===== config.mk =====
export PLATFORM = sky130hd
export DESIGN_NAME = lrt_ctrl
export DESIGN_NICKNAME = d
export VERILOG_FILES = /design/src/sv/lrt_pkg.sv /design/src/sv/lrt_ctrl.sv
export SDC_FILE = /design/constraint.sdc
export NUM_CORES = 1
export LEC_CHECK = 0
export ABC_CLOCK_PERIOD_IN_PS = 1400
export BUFFER_PORTS_ARGS = -buffer_cell sky130_fd_sc_hd__clkbuf_2
export CAP_MARGIN = 15
export CORE_AREA = 2 2 39 41
export CTS_BUF_LIST = sky130_fd_sc_hd__clkbuf_2 sky130_fd_sc_hd__clkbuf_4 sky130_fd_sc_hd__clkbuf_8
export DETAILED_ROUTE_END_ITERATION = 16
export DIE_AREA = 0 0 41 43
export MAX_ROUTING_LAYER = met4
export PLACE_DENSITY = 0.53
export SYNTH_ARGS = -nofsm -noshare
export SYNTH_HDL_FRONTEND = slang
export SYNTH_SLANG_ARGS = --single-unit

===== constraint.sdc =====
create_clock -name clk -period 1.4 [get_ports clk]
set_input_delay 0.28 -clock clk [delete_from_list [all_inputs] [get_ports clk]]
set_output_delay 0.28 -clock clk [all_outputs]
set_load 0.03 [all_outputs]

===== src/sv/lrt_pkg.sv =====
// Package for the LRU recency table: request and result structs, request codes,
// and the command struct that passes from the controller to the datapath.
// No dependencies.
package lrt_pkg;

    localparam int KEY_W          = 32;
    localparam int CAP_W          = 9;
    localparam int OCC_W          = 9;
    localparam int REQ_W          = 3;
    localparam int RESET_CAPACITY = 200;

    localparam logic [REQ_W-1:0] REQ_INSERT = 3'd0;
    localparam logic [REQ_W-1:0] REQ_TOUCH  = 3'd1;
    localparam logic [REQ_W-1:0] REQ_ERASE  = 3'd2;
    localparam logic [REQ_W-1:0] REQ_REMOVE = 3'd3;
    localparam logic [REQ_W-1:0] REQ_CLEAR  = 3'd4;

    typedef struct packed {
        logic [REQ_W-1:0] req_type;
        logic [KEY_W-1:0] key;
    } req_t;

    typedef struct packed {
        logic             hit;
        logic             evicted_valid;
        logic [KEY_W-1:0] evicted_key;
        logic             pin_request;
        logic [OCC_W-1:0] occupancy;
    } rsp_t;

    typedef struct packed {
        logic load;
        logic match;
        logic scan;
        logic exec;
    } cmd_t;

endpackage


===== src/sv/lrt_ctrl.sv =====
// Controller for the LRU recency table: sequences one request through the
// match, scan and execute steps and owns the output valid flag. Uses lrt_pkg.
module lrt_ctrl
    import lrt_pkg::*;
(
    input  logic clk,
    input  logic rst_n,
    input  logic in_valid,
    output logic in_stall,
    output logic out_valid,
    input  logic out_stall,
    output cmd_t cmd
);

    typedef enum logic [3:0] {
        S_IDLE  = 4'b0001,
        S_MATCH = 4'b0010,
        S_SCAN  = 4'b0100,
        S_EXEC  = 4'b1000
    } state_t;

    state_t state_reg;
    state_t state_next;
    logic   out_valid_reg;
    logic   out_valid_next;
    logic   out_free;

    assign out_free  = !out_valid_reg || !out_stall;
    assign in_stall  = (state_reg != S_IDLE);
    assign out_valid = out_valid_reg;

    always_comb
    begin
        state_next = state_reg;
        cmd        = '0;
        unique case (state_reg)
            S_IDLE:
            begin
                if (in_valid)
                begin
                    cmd.load   = 1'b1;
                    state_next = S_MATCH;
                end
            end
            S_MATCH:
            begin
                cmd.match  = 1'b1;
                state_next = S_SCAN;
            end
            S_SCAN:
            begin
                cmd.scan   = 1'b1;
                state_next = S_EXEC;
            end
            S_EXEC:
            begin
                if (out_free)
                begin
                    cmd.exec   = 1'b1;
                    state_next = S_IDLE;
                end
            end
        endcase
    end

    always_comb
    begin
        out_valid_next = out_valid_reg;
        if (cmd.exec)
        begin
            out_valid_next = 1'b1;
        end
        else if (!out_stall)
        begin
            out_valid_next = 1'b0;
        end
    end

    always_ff @(posedge clk or negedge rst_n)
    begin
        if (!rst_n)
        begin
            state_reg     <= S_IDLE;
            out_valid_reg <= 1'b0;
        end
        else
        begin
            state_reg     <= state_next;
            out_valid_reg <= out_valid_next;
        end
    end

    a_exec_needs_free_output: assert property (@(posedge clk) disable iff (!rst_n)
        cmd.exec |-> (!out_valid_reg || !out_stall))
        else $error("result written while the previous one is still held");

    a_accept_starts_match: assert property (@(posedge clk) disable iff (!rst_n)
        (in_valid && !in_stall) |=> (state_reg == S_MATCH))
        else $error("accepted request did not enter the match step");

endmodule


# Yosys cells after proc, flatten, opt, wreduce, memory -nomap -nowiden
# Index checks and enable logic that the tools add are counted.
op_classes:
  eq_ne: 8
  mux: 11
  n_reduce_logical: 4
op_table:
  columns: ["operator", "count"]
  rows:
  - ["one-hot mux 4 bit (4 select lines)", 1]
  - ["2-to-1 mux 1 bit", 8]
  - ["2-to-1 mux 4 bit", 2]
  - ["== test 4 x 1 -> 1 bit, second input constant", 1]
  - ["== test 4 x 2 -> 1 bit, second input constant", 1]
  - ["== test 4 x 3 -> 1 bit, second input constant", 1]
  - ["== test 4 bit, second input constant", 1]
  - ["inequality test 2 bit, second input constant", 2]
  - ["inequality test 4 x 1 -> 1 bit, second input constant", 1]
  - ["logical NOT 1 bit", 2]
  - ["inequality test 2 x 1 -> 1 bit, second input constant", 1]
  - ["AND reduction 2 bit", 1]
  - ["logical OR 1 bit", 1]
totals:
  regBits: 5

# Depth between registers and ports, before layout
# Gate-level depths: netlist (run 1).
depth:
  word_depth: 5
  depth_mapped: 4

# Worst setup path before layout (run 1)
# Ideal clock, no wire load.
synth_timing:
  path_kind: "register -> output"
  from: "register state_reg[3]"
  to: "output port cmd[3] (netlist name)"
  arrival_time_ns: 1.395
  required_time_ns: 1.120
  setup_slack_ns: -0.275
  path_stages_with_launch: 4
  n_path_buf: 0
  cell_sequence: "dfrtp_1 nor2_1 nand3b_1 nor2_1"
synth_rtl:
  columns: ["item", "line_no", "source"]
  rows:
  - ["start, declared", "lrt_ctrl.sv:22", "state_t state_reg;"]
  - ["start signal, assigned", "lrt_ctrl.sv:88", "state_reg <= state_next;"]
  - ["end, declared", "lrt_ctrl.sv:12", "output cmd_t cmd"]

==> results of run 1 <==
## critical path: stages, from the launching register on
cell and delay, ps:
dfstp_2 360, or4b_4 540, a21oi_2 120, clkbuf_8 160
## report_power, final
part           switching, mW  total (mW)  internal (mW)
logic                  0.345       0.713          0.368
registers             0.0412       0.247          0.206
clock network         0.0586       0.186          0.127
## layout by cell type, fill, tap and decap left out, drive strengths merged
cell type	netlist	routed
clkbuf	0	12
buf	2	8
dfrtp	4	4
nor3	4	4
nor2	2	2
nand2	2	2
inv	2	2
and3	2	2
nand2b	1	1
nand3b	1	1
or4b	1	1
a21oi	1	1
nor4b	1	1
xnor2	1	1
nor3b	1	1
a31oi	1	1
nand4b	1	1
a211oi	1	1
dlygate4sd3	0	1
dfstp	1	1
## Yosys cell counts (all sizes together)
library cell / instances / area (um2)
and3: 2 / 12.51
a21oi: 1 / 8.760
inv: 2 / 7.510
nand3b: 1 / 7.510
nor4b: 1 / 8.760
nand2: 2 / 7.510
dfstp: 1 / 26.28
dfrtp: 4 / 100.1
nor3b: 1 / 7.510
xnor2: 1 / 8.760
nand2b: 1 / 6.260
a31oi: 1 / 6.260
nor2: 2 / 7.510
or4b: 1 / 13.76
a211oi: 1 / 7.510
buf: 2 / 18.77
nand4b: 1 / 8.760
nor3: 4 / 20.02
## metrics by stage
stage                     power (mW)  setup TNS, ps
after CTS                      1.119          -1017
after global placement        0.7330         -127.9
after detailed placement      0.7289         -174.5
after floorplan               0.5996         -351.8
final                          1.146         -931.8
after global routing           1.217          -1176
## kinds of logic (layout without fill, tap and decap cells)
kind of cell	Yosys count	in the layout	share of synthesized area
AOI/OAI and AO/OA	3	3	0.07932
xor gates and xnor gates	1	1	0.03084
buffers and inverters	4	23	0.09253
DFF	5	5	0.4450
and+or+nand+nor	16	16	0.3525
## area by class of cell
type                    count  area [um2]  share of cell area
clock buffers               4       30.03             0.05911
inverters                   2       7.507             0.01478
multi-input cells          20       163.9              0.3227
flip-flops and latches      5       126.4              0.2488
well taps                  16       20.02             0.03941
repair buffers             17       160.2              0.3153
## what timing repair did
item | CTS | global route
hold buffers | 1 | 0
hold endpoints to repair | 4 | 0
pin swaps | 1 | 2
setup endpoints to repair | 5 | 5
resized for setup | 18 | 2
setup buffers | 2 | 2
## metal layers
metal | vias to the layer above | global-route usage | wire length (um)
met4 | 0 | 0.1200 | 29
li1 | 141 | - | -
met3 | 3 | 0.03141 | 64
met2 | 13 | 0.1156 | 301
met5 | - | - | 0
met1 | 132 | 0.1311 | 326
## worst max-delay path by stage
stage,end,slack (ps),cells after the start
6_report,cmd[0],-310,3
5_1_grt,cmd[0],-360,3
4_1_cts,cmd[0],-320,3
3_5_place_dp,cmd[0],-90,3
3_3_place_gp,cmd[0],-80,3
2_1_floorplan,cmd[0],-130,4
==> flow_summary.json, run 1 <==
{
  "io_buffers": 9,
  "endpoint_kind": "output port",
  "first_iter_violations": 15,
  "clock.fmax_mhz": 584.7,
  "period_needed_ps": 1710,
  "core_mm2": 0.001384,
  "cts-root-buf": "clkbuf_4",
  "cp.arrival_ps": 1430,
  "first_pass_iters": 4,
  "power-per-cell-area_mw_per_mm2": 2256,
  "track_usage": 0.1046,
  "dp_slack_ps": -86.08,
  "vdd_ir_drop_max_mv": 0.9035,
  "ys_ff_latch": 5,
  "grt_setup_unrepaired": "true",
  "via_count": 289,
  "clock_latency_ps": 240,
  "syn_inst": 29,
  "r2r-end": "state_reg[1]",
  "dp_hpwl_um": 481.5,
  "maxSlewHeadroom": 0.8304,
  "fin_area_um2": 508.0,
  "dieWidth_um": 41,
  "nets": 53,
  "dp.cells": 56,
  "syn_nets": 33,
  "fin_worst_skew_ps": 2.215,
  "grt_pass1_wl_mm": 1.104,
  "dieHeight_um": 43,
  "tritoncts": "done",
  "maxCapViolations": 0,
  "clk_pin_slew_ps": 40,
  "syn_avg_cell_area_um2": 9.794,
  "wl_per_cell_um": 11.30,
  "overflow": 0,
  "outcome": "finished with violations",
  "critPathLaunch": "state_reg[0]",
  "fillers": 147,
  "rows": 14,
  "wl_um": 723,
  "antenna_found_initial": 0,
  "die_area_mm2": 0.001763,
  "setup_viol": 5,
  "clock_sinks": 5,
  "syn_to_final_growth_pct": 78.85,
  "setup_slack_ps": -310.1,
  "placed_area_um2": 367.9,
  "netlist_area_um2": 284.0,
  "gp_congestion": 0.7535,
  "rr_worst_depth": 4,
  "path_class": "reg -> out",
  "hold_viol": 0,
  "slew_violations": 0,
  "largest_register_ffs": 4,
  "antenna_left": 0,
  "crit_path_max_fanout": 2,
  "yosysSeqAreaShare": 0.4449,
  "hold_depth": 3,
  "cp-start-kind": "flop",
  "rrSetupSlack_ps": 180,
  "violations": "negative setup slack",
  "fin_util": 0.3671,
  "grt_start_max_net_pins": 9,
  "min_period_over_period": 1.222,
  "worst_pin_slew_ps": 250.9,
  "first_global_vias": 262,
  "clockBufferDepth": 2,
  "stdcell_count": 64,
  "antenna_cells": 0,
  "drive_above_1_share": 0.6042,
  "htree_num_levels": 1,
  "cp_data_required_time_ps": 1120,
  "hold_slack_ps": 324.5,
  "worstHoldStart": "out_stall",
  "synth.distinct_cells": 19,
  "routed_via_density": 4.516,
  "hold_path.class": "in -> reg",
  "io-pin-count": 10,
  "cts_buffers": 3,
  "reg2reg_from": "state_reg[0]",
  "worstHoldEndpoint": "out_valid",
  "ys_warn_count": 0,
  "drc": 0,
  "start_util": 0.2052,
  "p_leak_nw": 0.2265
}
No activity file was read; power rests on OpenSTA's default activity.
==> inputs of run 2 (changes only) <==
Settings changed: SKIP_LAST_GASP set to 1.
==> run 2 against run 1 <==
The run still ends with negative setup slack left. Clock power about the same. Critical path depth unchanged. Highest routed layer unchanged. Hold slack improved by 15 ps. Die area unchanged. Maximum frequency rose by 0.19%. Register-to-register slack got worse by 120 ps. Largest cell class is now non-clock buffers. Combinational power rose by 12%. Via count is 2.8% higher.
==> flow_summary.json, run 2 (synthesis gave the netlist of run 1 again) <==
{
  "outcome": "finished with violations",
  "violations": "negative setup slack",
  "vdd_ir_drop_max_mv": 1.060,
  "slew_violations": 0,
  "endpoint_kind": "output port",
  "rrSetupSlack_ps": 60,
  "hold_depth": 3,
  "period_needed_ps": 1707,
  "power-per-cell-area_mw_per_mm2": 2262,
  "fin_worst_skew_ps": 1.224,
  "track_usage": 0.1056,
  "endpoint": "cmd[0]",
  "drive_above_1_share": 0.6275,
  "antenna_cells": 0,
  "clock_latency_ps": 240,
  "drc": 0,
  "clockBufferDepth": 2,
  "clock.fmax_mhz": 585.9,
  "slowest_stage": "or4b_4",
  "placed_area_um2": 367.9,
  "worst_pin_slew_ps": 244.5,
  "routed_via_density": 4.433,
  "dp_hpwl_um": 481.5,
  "tritoncts": "done",
  "setup_tns_ps": -1159,
  "largest_register_ffs": 4,
  "clock_sinks": 5,
  "critPathLaunch": "state_reg[0]",
  "dp_slack_ps": -86.08,
  "cp_data_required_time_ps": 1120,
  "htree_num_levels": 1,
  "grt_pass1_wl_mm": 1.117,
  "cp.depth": 3,
  "reg2reg_from": "state_reg[0]",
  "nets": 56,
  "first_global_vias": 262,
  "dieWidth_um": 41,
  "path_class": "reg -> out",
  "setup_viol": 5,
  "min_period_over_period": 1.219,
  "clk_pin_slew_ps": 40,
  "fin_util": 0.3933,
  "rows": 14,
  "grt_setup_unrepaired": "true",
  "antenna_found_initial": 0,
  "cp-start-kind": "flop",
  "p_leak_nw": 0.2431,
  "final_common_cell": "buf_4",
  "dieHeight_um": 43,
  "start_util": 0.2052,
  "maxCapViolations": 0,
  "fillers": 140,
  "rr_worst_depth": 6,
  "io-pin-count": 10,
  "wl_per_cell_um": 11.15,
  "setup_slack_ps": -306.8,
  "overflow": 0,
  "fin_area_um2": 544.3,
  "gp_congestion": 0.7535,
  "hold_path.class": "in -> reg",
  "via_count": 297,
  "r2r-end": "state_reg[1]",
  "grt_start_max_net_pins": 9,
  "maxSlewHeadroom": 0.8347,
  "layout_common_cells": "6 x buf_4, 5 x buf_6, 4 x clkbuf_4, 4 x clkbuf_2, 4 x dfrtp_1",
  "crit_buf_inv": 1,
  "syn_to_final_growth_pct": 91.63,
  "crit_path_max_fanout": 2,
  "die_area_mm2": 0.001763,
  "cp.arrival_ps": 1430,
  "first_pass_iters": 2,
  "io_buffers": 9,
  "crit_family": "simple AND/OR/NAND/NOR gates",
  "cts_buffers": 3,
  "first_iter_violations": 7,
  "antenna_left": 0,
  "cp_cell_sequence": "or4b_4 > a21oi_2 > clkbuf_8",
  "cts-root-buf": "clkbuf_4",
  "wl_um": 747,
  "critPathMaxStageDelay_ps": 540,
  "hold_viol": 0,
  "core_mm2": 0.001384
}
run 2: changes by cell type in the layout (fill, tap and decap cells not counted), sizes merged:
cell / delta
clkbuf: -1
buf: +4
run 2: layout make-up:
type	count	area, um2	share of cell area
clock buffers	4	30.03	0.05517
inverters	2	10.01	0.01839
multi-input cells	20	170.2	0.3126
flip-flops and latches	5	126.4	0.2322
well taps	16	20.02	0.03678
repair buffers	20	187.7	0.3448
run 2: power breakdown:
| part | switching [mW] | total (mW) | internal, mW |
|---|---|---|---|
| clock | 0.0561 | 0.183 | 0.127 |
| combinational | 0.371 | 0.799 | 0.428 |
| sequential | 0.0423 | 0.248 | 0.206 |
| total | 0.470 | 1.23 | 0.761 |
run 2: how the worst min path moves through the flow:
stage	slack, ps	endpoint	from
6_report	340	out_valid	out_stall
5_1_grt	350	out_valid	out_stall
4_1_cts	330	out_valid	out_stall
3_5_place_dp	100	state_reg[2]	rst_n
3_3_place_gp	100	state_reg[2]	rst_n
2_1_floorplan	-20	out_valid	rst_n
run 2: per-stage QoR:
stage	instances	hold slack [ps]	total power, mW
3_3_place_gp	56	99.77	0.7330
2_1_floorplan	29	-15.59	0.5996
3_5_place_dp	56	98.91	0.7289
5_1_grt	67	347.5	1.318
4_1_cts	63	327.5	1.108
6_report	67	339.1	1.231
run 2: layer usage:
layer / share of wire / GRT usage
met5: 0 / -
met4: 0.023 / 0.1200
met3: 0.074 / 0.03141
met2: 0.45 / 0.1156
met1: 0.45 / 0.1344
run 2: what timing repair did:
| item | CTS | global route |
|---|---|---|
| hold buffers | 1 | 0 |
| gates cloned | 0 | 0 |
| pin swaps | 1 | 2 |
| endpoints found under the hold margin | 4 | 0 |
| setup endpoints to repair | 5 | 5 |
| gates resized for setup | 15 | 11 |
| buffers inserted | 2 | 5 |
run 2: tightest hold or removal path: stages:
cell,delay (ps)
clkbuf_2,110
nand2_1,80
nand2_1,70
